## config.mk

```make
export PLATFORM = sky130hd
export DESIGN_NAME = wsd_ctrl
export DESIGN_NICKNAME = d
export VERILOG_FILES = /design/src/rtl/wsd_pkg.sv /design/src/rtl/wsd_ctrl.sv
export SDC_FILE = /design/constraint.sdc
export NUM_CORES = 1
export LEC_CHECK = 0
export ABC_AREA = 1
export BUFFER_PORTS_ARGS = -buffer_cell sky130_fd_sc_hd__buf_4
export CORE_AREA = 2 2 39 41
export DETAILED_ROUTE_END_ITERATION = 10
export DIE_AREA = 0 0 41 43
export GPL_TIMING_DRIVEN = 0
export SKIP_CTS_REPAIR_TIMING = 1
export SLEW_MARGIN = 10
export SYNTH_ARGS = -nofsm -noshare
export SYNTH_HDL_FRONTEND = slang
export SYNTH_SLANG_ARGS = --single-unit
export TNS_END_PERCENT = 20
```

## constraint.sdc

```tcl
create_clock -name clk_i -period 1 [get_ports clk_i]
set_input_delay 0.15 -clock clk_i [delete_from_list [all_inputs] [get_ports clk_i]]
set_output_delay 0.15 -clock clk_i [all_outputs]
set_load 0.01 [all_outputs]
```

## src/rtl/wsd_pkg.sv

```systemverilog
// Shared types and constants for the work-stealing deque.
`timescale 1ns / 1ps

package wsd_pkg;

  localparam int unsigned ENTRY_W = 32;
  localparam int unsigned CMD_W   = 2;

  typedef enum logic [CMD_W-1:0] {
    CMD_PUSH  = 2'd0,
    CMD_POP   = 2'd1,
    CMD_STEAL = 2'd2
  } cmd_e;

  typedef struct packed {
    logic exec;
    logic load;
  } wsd_ctrl_t;

endpackage

```

## src/rtl/wsd_ctrl.sv

```systemverilog
// Controller state machine: sequences command execution and result hand-off.
`timescale 1ns / 1ps

module wsd_ctrl
  import wsd_pkg::*;
(
  input  logic      clk_i,
  input  logic      rst_ni,
  input  logic      in_valid_i,
  output logic      in_ready_o,
  output logic      out_valid_o,
  input  logic      out_ready_i,
  output wsd_ctrl_t ctrl_o
);

  typedef enum logic [1:0] {
    ST_IDLE = 2'b01,
    ST_DONE = 2'b10
  } state_e;

  state_e state_q, state_d;
  logic   out_valid_q, out_valid_d;
  logic   out_free;

  assign out_free    = !out_valid_q || out_ready_i;
  assign in_ready_o  = (state_q == ST_IDLE);
  assign out_valid_o = out_valid_q;

  always_comb begin
    state_d     = state_q;
    ctrl_o.exec = 1'b0;
    ctrl_o.load = 1'b0;
    case (state_q)
      ST_IDLE: begin
        if (in_valid_i) begin
          ctrl_o.exec = 1'b1;
          state_d     = ST_DONE;
        end
      end
      ST_DONE: begin
        if (out_free) begin
          ctrl_o.load = 1'b1;
          state_d     = ST_IDLE;
        end
      end
      default: begin
        state_d = ST_IDLE;
      end
    endcase
  end

  always_comb begin
    out_valid_d = out_valid_q;
    if (ctrl_o.load) begin
      out_valid_d = 1'b1;
    end else if (out_ready_i) begin
      out_valid_d = 1'b0;
    end
  end

  always_ff @(posedge clk_i or negedge rst_ni) begin
    if (!rst_ni) begin
      state_q     <= ST_IDLE;
      out_valid_q <= 1'b0;
    end else begin
      state_q     <= state_d;
      out_valid_q <= out_valid_d;
    end
  end

endmodule

```

# Yosys cells after proc, flatten, opt, wreduce, memory -nomap -nowiden
# Cells that the tools add are included.
dict set report op_classes {
  eq_ne 4
  mux 9
  n_reduce_logical 4
}
# operator count
set op_table {}
lappend op_table {{two-way mux 1 bit} 6}
lappend op_table {{two-way mux 2 bit} 2}
lappend op_table {{!= test 2 bit (second input constant)} 2}
lappend op_table {{case mux 2 bit (2 select lines)} 1}
lappend op_table {{== test 2 x 1 -> 1 bit (second input constant)} 1}
lappend op_table {{== test 2 bit (second input constant)} 1}
lappend op_table {{AND reduction 2 bit} 1}
lappend op_table {{nonzero test 2 bit} 1}
lappend op_table {{zero test 1 bit} 1}
lappend op_table {{logical OR 1 bit} 1}
dict set report totals {
  ff_bits 3
  input_bits 4
}

# Depth between registers and ports, before layout
# Gate-level depths: netlist of the first run.
dict set report depth {
  depth_word 5
  mapped_depth 5
  mapped_depth_nobuf 5
}

# Worst setup path after synthesis of the first run
# Ideal clock, no wire load.
dict set report synth_timing {
  path_kind {register -> output}
  from {reg state_q[0]}
  to {out ctrl_o[0] (netlist name)}
  arrival_time_ns 0.808
  t_required_ns 0.850
  path_slack_ns 0.042
  path_stages_with_launch 5
  cell_sequence {dfstp_2 -> inv_1 -> nand2_1 -> nor2_1 -> buf_4}
}
# item line_no
set synth_lines {}
lappend synth_lines {{start: declaration} wsd_ctrl.sv:21} ;# state_e state_q, state_d;
lappend synth_lines {{start signal: assignment} wsd_ctrl.sv:66} ;# state_q <= state_d;
lappend synth_lines {{end: declaration} wsd_ctrl.sv:13} ;# output wsd_ctrl_t ctrl_o

==> flow_summary_export.csv, run 1 <==
group,metric,value,unit
cells_and_area,fillCellCount,164,
drt,drt-initial-drc-count,3,
cells_and_area,nets,39,
sta,fin_hold_ws,0.135,ns
synthesis,avgSynthCellArea,7.00,sq um
drt,first_pass_iters,4,
setup_path,max_stage_delay,0.54,ns
floorplanning,die_h,43,um
grt,antenna_found_initial,0,
cts,clk_pin_slew,0.04,ns
grt,gr-usage-all-layers,5.12,%
placement,globalplace.congestion,0.550,
cts,cts_buffer_depth,2,
grt,grt_max_degree,5,
status,failed_checks,"negative setup slack",
setup_path,critPathArrivalTime,1.08,ns
placement,io_buffer_count,7,
cts,clock_sinks,3,
cts,clk_latency,0.23,ns
synthesis,syn_inst,22,
sta,finalHoldViolCount,0,
synthesis,async_flop_share,100,%
synthesis,dominantRegCellSynth,"dfrtp_1",
placement,dp_worst_setup_slack,-0.116,ns
cts,tritoncts,"yes",
synthesis,synth_cell_types,7,
synthesis,synth_top_cell_by_area,"dfrtp_1",
setup_path,worst-setup-path-type,"reg -> out",
cts,numCtsBuffers,3,
job,maxCapViolCount,0,
grt,grt_pass1_wl,496,um
placement,dpl.hpwl,248,um
synthesis,yosysSeqAreaShare,49.6,%
sta,finalSetupViolations,3,
cts,cts_root_buffer,"clkbuf_4",
sta,period_needed,1.23,ns
floorplanning,core_area,0.00138,sq mm
setup_path,cpMaxStageDelayCell,"dfstp_2",
synthesis,syn_area,154,sq um
floorplanning,ioPinCount,8,
sta,fin_crit_sh,123,%
sta,finalMaxSlewViolations,0,
floorplanning,rows,14,
synthesis,netlist_top_cells_count,"7 x inv_1, 7 x nand2_1, 3 x nor2_1",
setup_path,worstPathCellList,"nand2_2 -> nor2_2 -> buf_4",
hold_path,hp-class,"in -> reg",
drt,ant_nets,0,
cells_and_area,drive_above_1_share,52.9,%
cells_and_area,fin_util,20.3,%
sta,fmax,0.816,GHz
drt,wirelength,341,um
setup_path,critPathLaunchType,"register",
synthesis,ys_ff_latch,3,
cells_and_area,antennaDiodeCount,0,
power,power_density,1680,mW/mm^2
floorplanning,dieArea,0.00176,sq mm
power,p_leak,0.000179,uW
cts,htree_levels,1,
grt,grt_pass1_vias,145,
power,ir_drop,0.331,mV
sta,grt_setup_unrepaired,"true",
setup_path,cp-end-kind,"output pin",
drt,route.detailed.drc,0,
setup_path,reg2reg_depth,4,
setup_path,path_max_fanout,2,
sta,worstMarginPinSlew,0.135,ns
status,status,"finished, violations left",
synthesis,syn_nets,26,
grt,grt.overflow.total,0,
drt,via_per_inst,3.20,
synthesis,yosys_warnings,0,
drt,vias,160,
synthesis,synth-edff-count,0,
drt,wl_per_cell,6.82,um
sta,finalWorstSetupSlack,-0.225,ns
cells_and_area,area_delta_synth_final,82.9,%
floorplanning,die_w,41,um
setup_path,required,0.85,ns
synthesis,synth_largest_type_area_fraction,32.5,%
sta,worst_clock_skew,0.00322,ns
sta,relSlewSlack,91.0,%
floorplanning,initial_utilization,11.1,%
hold_path,hold-path-cell-count,3,
synthesis,yosys-top-cells-area,"dfrtp_1 33%, dfstp_2 17%, inv_1 17%, nand2_1 17%, nor2_1 7.3%",
layout by cell type, fill, tap and decap left out:
| cell type | netlist | final |
|---|---|---|
| inv_2 | 0 | 1 |
| nor2_1 | 3 | 2 |
| nand2_4 | 0 | 1 |
| nand2_2 | 0 | 2 |
| dlygate4sd3_1 | 0 | 1 |
| nor2_2 | 1 | 2 |
| buf_4 | 1 | 7 |
| clkbuf_1 | 0 | 1 |
| dfstp_2 | 1 | 1 |
| dfrtp_1 | 2 | 2 |
| clkbuf_4 | 0 | 3 |
| buf_6 | 0 | 1 |
| inv_1 | 7 | 6 |
| nand2_1 | 7 | 4 |
power breakdown:
group | switching, uW | internal (uW)
combinational | 54.2 | 56.9
clock | 58.6 | 149
sequential | 12.5 | 141
layer usage:
metal	up-vias	track usage, %	share of wire (%)	wire (um)
met5	-	0	0	0
met4	0	10.0	0	0
met3	0	3.14	7.3	25
met2	8	5.94	62	212
met1	70	3.53	30	103
li1	82	-	-	-
state kept, by name (all words and copies together) (netlist names):
register and count:
out_valid_o 1, state_q 2
metrics by stage:
stage                     power [uW]  setup TNS [ns]  cells  cell area (sq um)
after global routing             518          -0.707     50                282
after detailed placement         242          -0.116     45                226
after global placement           241          -0.113     45                226
after CTS                        464          -0.782     49                253
final                            472          -0.565     50                282
after floorplan                  195               0     22                154
final cells by class:
| class | instances | area (sq um) | share of cell area (%) |
|---|---|---|---|
| Clock buffer | 4 | 26.3 | 9.33 |
| Inverter | 7 | 26.3 | 9.33 |
| Multi-Input combinational cell | 11 | 58.8 | 20.9 |
| Sequential cell | 3 | 76.3 | 27.1 |
| Tap cell | 16 | 20.0 | 7.11 |
| Timing Repair Buffer | 9 | 73.8 | 26.2 |
logic make-up (layout without fill, tap and decap cells):
| group | Yosys count | after routing | synth area share (%) |
|---|---|---|---|
| buffers and inverters | 8 | 20 | 22.0 |
| and+or+nand+nor | 11 | 11 | 28.5 |
| DFF | 3 | 3 | 49.6 |
path summary, 6_finish.rpt:
kind,startpoint,to,slack (ns)
max in group asynchronous,rst_ni,state_q[0],0.56
hold reg to reg,out_valid_o,out_valid_o,0.51
setup reg to reg,state_q[0],state_q[0],0.07
setup / recovery,state_q[0],ctrl_o[1],-0.23
min in group asynchronous,rst_ni,out_valid_o,0.25
hold / removal,in_valid_i,state_q[1],0.14
critical path: cells and delay by family, from the launching register on:
kind / cells / cell delay (ns)
simple gates: 2 / 0.18
buf+inv: 1 / 0.13
flops: 1 / 0.54
(Power assumes the default switching activity.)
==> run 2: changes to the inputs <==
- ABC_AREA: 1 -> default
- TNS_END_PERCENT: 20 -> 100
==> flow_summary_export.csv, run 2 <==
group,metric,value,unit
status,status,"finished, violations left",
status,failed_checks,"negative setup slack",
floorplanning,rows,14,
grt,grtUsageMet2,5.94,%
setup_path,crit_buf_inv,1,
cells_and_area,largest_reg_flops,2,
synthesis,async_flop_share,100,%
sta,fin_crit_sh,122,%
cells_and_area,antennaDiodeCount,0,
power,p_sw_share,23.7,%
sta,period_needed,1.22,ns
cells_and_area,fin_cells,42,
power,p_int,361,uW
synthesis,yosysSeqAreaShare,55.5,%
grt,antenna_found_initial,0,
sta,relSlewSlack,87.9,%
cts,htree_levels,1,
synthesis,netlist_top_cells_count,"2 x dfrtp_1, 2 x nand2b_1, 2 x nor2b_1",
sta,finalWorstSetupSlack,-0.220,ns
sta,fmax,0.820,GHz
sta,finalMaxSlewViolations,0,
power,power_density,1700,mW/mm^2
cts,tritoncts,"yes",
synthesis,dominantRegCellSynth,"dfrtp_1",
floorplanning,ioPinCount,8,
setup_path,max_stage_delay,0.53,ns
cts,clk_pin_slew,0.03,ns
cells_and_area,largest_register,"state_q",
sta,worstMarginPinSlew,0.181,ns
cells_and_area,final_common_cell,"buf_4",
drt,wirelength,369,um
sta,finalSetupViolations,5,
drt,ant_nets,0,
setup_path,required,0.85,ns
drt,wl_per_cell,8.79,um
drt,drt-initial-drc-count,2,
synthesis,avgSynthCellArea,11.5,sq um
grt,grt_busiest_layer,"met4",
power,pwr-share-clk,43.7,%
power,ir_drop,0.325,mV
drt,via_per_inst,3.36,
job,maxCapViolCount,0,
grt,use_met1,2.91,%
cts,cts_root_buffer,"clkbuf_4",
synthesis,yosys-top-cells-area,"dfrtp_1 36%, dfstp_2 19%, nand2b_1 9.1%, nor2b_1 9.1%, a2bb2oi_1 6.4%",
floorplanning,die_h,43,um
cells_and_area,fin_util,20.1,%
placement,dp_cells,35,
sta,finalHoldViolCount,0,
grt,grt.overflow.total,0,
cells_and_area,drive_above_1_share,65.4,%
setup_path,cp_top_family,"flip-flops",
cts,cts_buffer_depth,2,
grt,grt_max_degree,5,
cts,clock_sinks,3,
grt,grt_pass1_wl,448,um
synthesis,ys_ff_latch,3,
hold_path,hp-class,"in -> reg",
setup_path,critPathLaunchType,"register",
power,pwr-share-seq,32.7,%
synthesis,syn_inst,12,
setup_path,path_max_fanout,3,
floorplanning,dieArea,0.00176,sq mm
cells_and_area,area_delta_synth_final,102,%
synthesis,yosys_warnings,0,
setup_path,critPathArrivalTime,1.07,ns
synthesis,synth_cell_types,9,
synthesis,syn_nets,16,
setup_path,cp-end-kind,"output pin",
setup_path,cpMaxStageDelayCell,"dfstp_2",
placement,io_buffer_count,7,
cells_and_area,mostFrequentLayoutCells,"9 x buf_4, 3 x clkbuf_4, 2 x nor2b_2, 2 x dfrtp_1",
placement,globalplace.congestion,0.526,
drt,vias,141,
cts,numCtsBuffers,3,
power,p_leak,0.000140,uW
floorplanning,core_area,0.00138,sq mm
sta,fin_setup_tns,-0.649,ns
sta,grt_setup_unrepaired,"true",
synthesis,synth_largest_type_area_fraction,36.4,%
cells_and_area,nets,31,
synthesis,synth_top_cell_by_area,"dfrtp_1",
drt,route.detailed.drc,0,
power,p_switching,112,uW
synthesis,syn_area,138,sq um
setup_path,worst-setup-path-type,"reg -> out",
grt,grt_pass1_vias,134,
synthesis,synth-edff-count,0,
floorplanning,initial_utilization,9.95,%
setup_path,worstPathCellList,"and3b_1 -> buf_4",
sta,worst_clock_skew,0.00183,ns
power,pwr-share-comb,23.6,%
floorplanning,die_w,41,um
grt,met3_usage,3.14,%
drt,first_pass_iters,3,
cts,clk_latency,0.23,ns
grt,gr-usage-all-layers,4.63,%
-- run 2: path summary, 6_finish.rpt --
kind,startpoint,to,cells after the start,slack (ns)
min,in_valid_i,state_q[0],2,0.08
max reg2reg,state_q[1],state_q[1],3,-0.02
max,state_q[0],ctrl_o[1],2,-0.22
min in group asynchronous,rst_ni,state_q[1],2,0.25
min reg2reg,out_valid_o,out_valid_o,2,0.54
max in group asynchronous,rst_ni,state_q[0],2,0.57
-- run 2: power by group through the flow --
stage / logic (uW) / registers (uW) / clock network, uW
floorplan: 41.9 / 151 / 0
global placement: 88.5 / 149 / 0
detailed placement: 90.0 / 150 / 0
CTS: 90.1 / 148 / 222
global route: 120 / 156 / 226
finish: 112 / 155 / 207
-- run 2: logic make-up after synthesis --
family / count (synthesis) / synth area share (%)
flip-flops: 3 / 55.5
AO/OA/AOI/OAI: 2 / 11.8
buffers and inverters: 1 / 5.46
AND/OR/NAND/NOR: 6 / 27.3
-- run 2: per-stage QoR --
step / hold WS (ns) / worst slack [ns] / power [uW] / area [sq um]
after floorplan: -0.146 / 0.0171 / 193 / 138
after global placement: -0.0593 / -0.134 / 238 / 210
final: 0.0759 / -0.220 / 474 / 278
after global routing: 0.0750 / -0.244 / 501 / 278
after CTS: -0.308 / -0.399 / 460 / 236
after detailed placement: -0.0579 / -0.145 / 240 / 210
-- run 2: per-layer routing --
metal / up-vias / routed length [um]
li1: 67 / -
met1: 67 / 115
met2: 5 / 208
met3: 2 / 40
met4: 0 / 4
met5: - / 0
-- run 2: layout make-up --
| class | count | area [sq um] |
|---|---|---|
| clock buffers | 4 | 26.3 |
| fillers | 158 | 1110 |
| flip-flops and latches | 3 | 76.3 |
| multi-input cells | 8 | 66.3 |
| well taps | 16 | 20.0 |
| repair buffers | 11 | 88.8 |
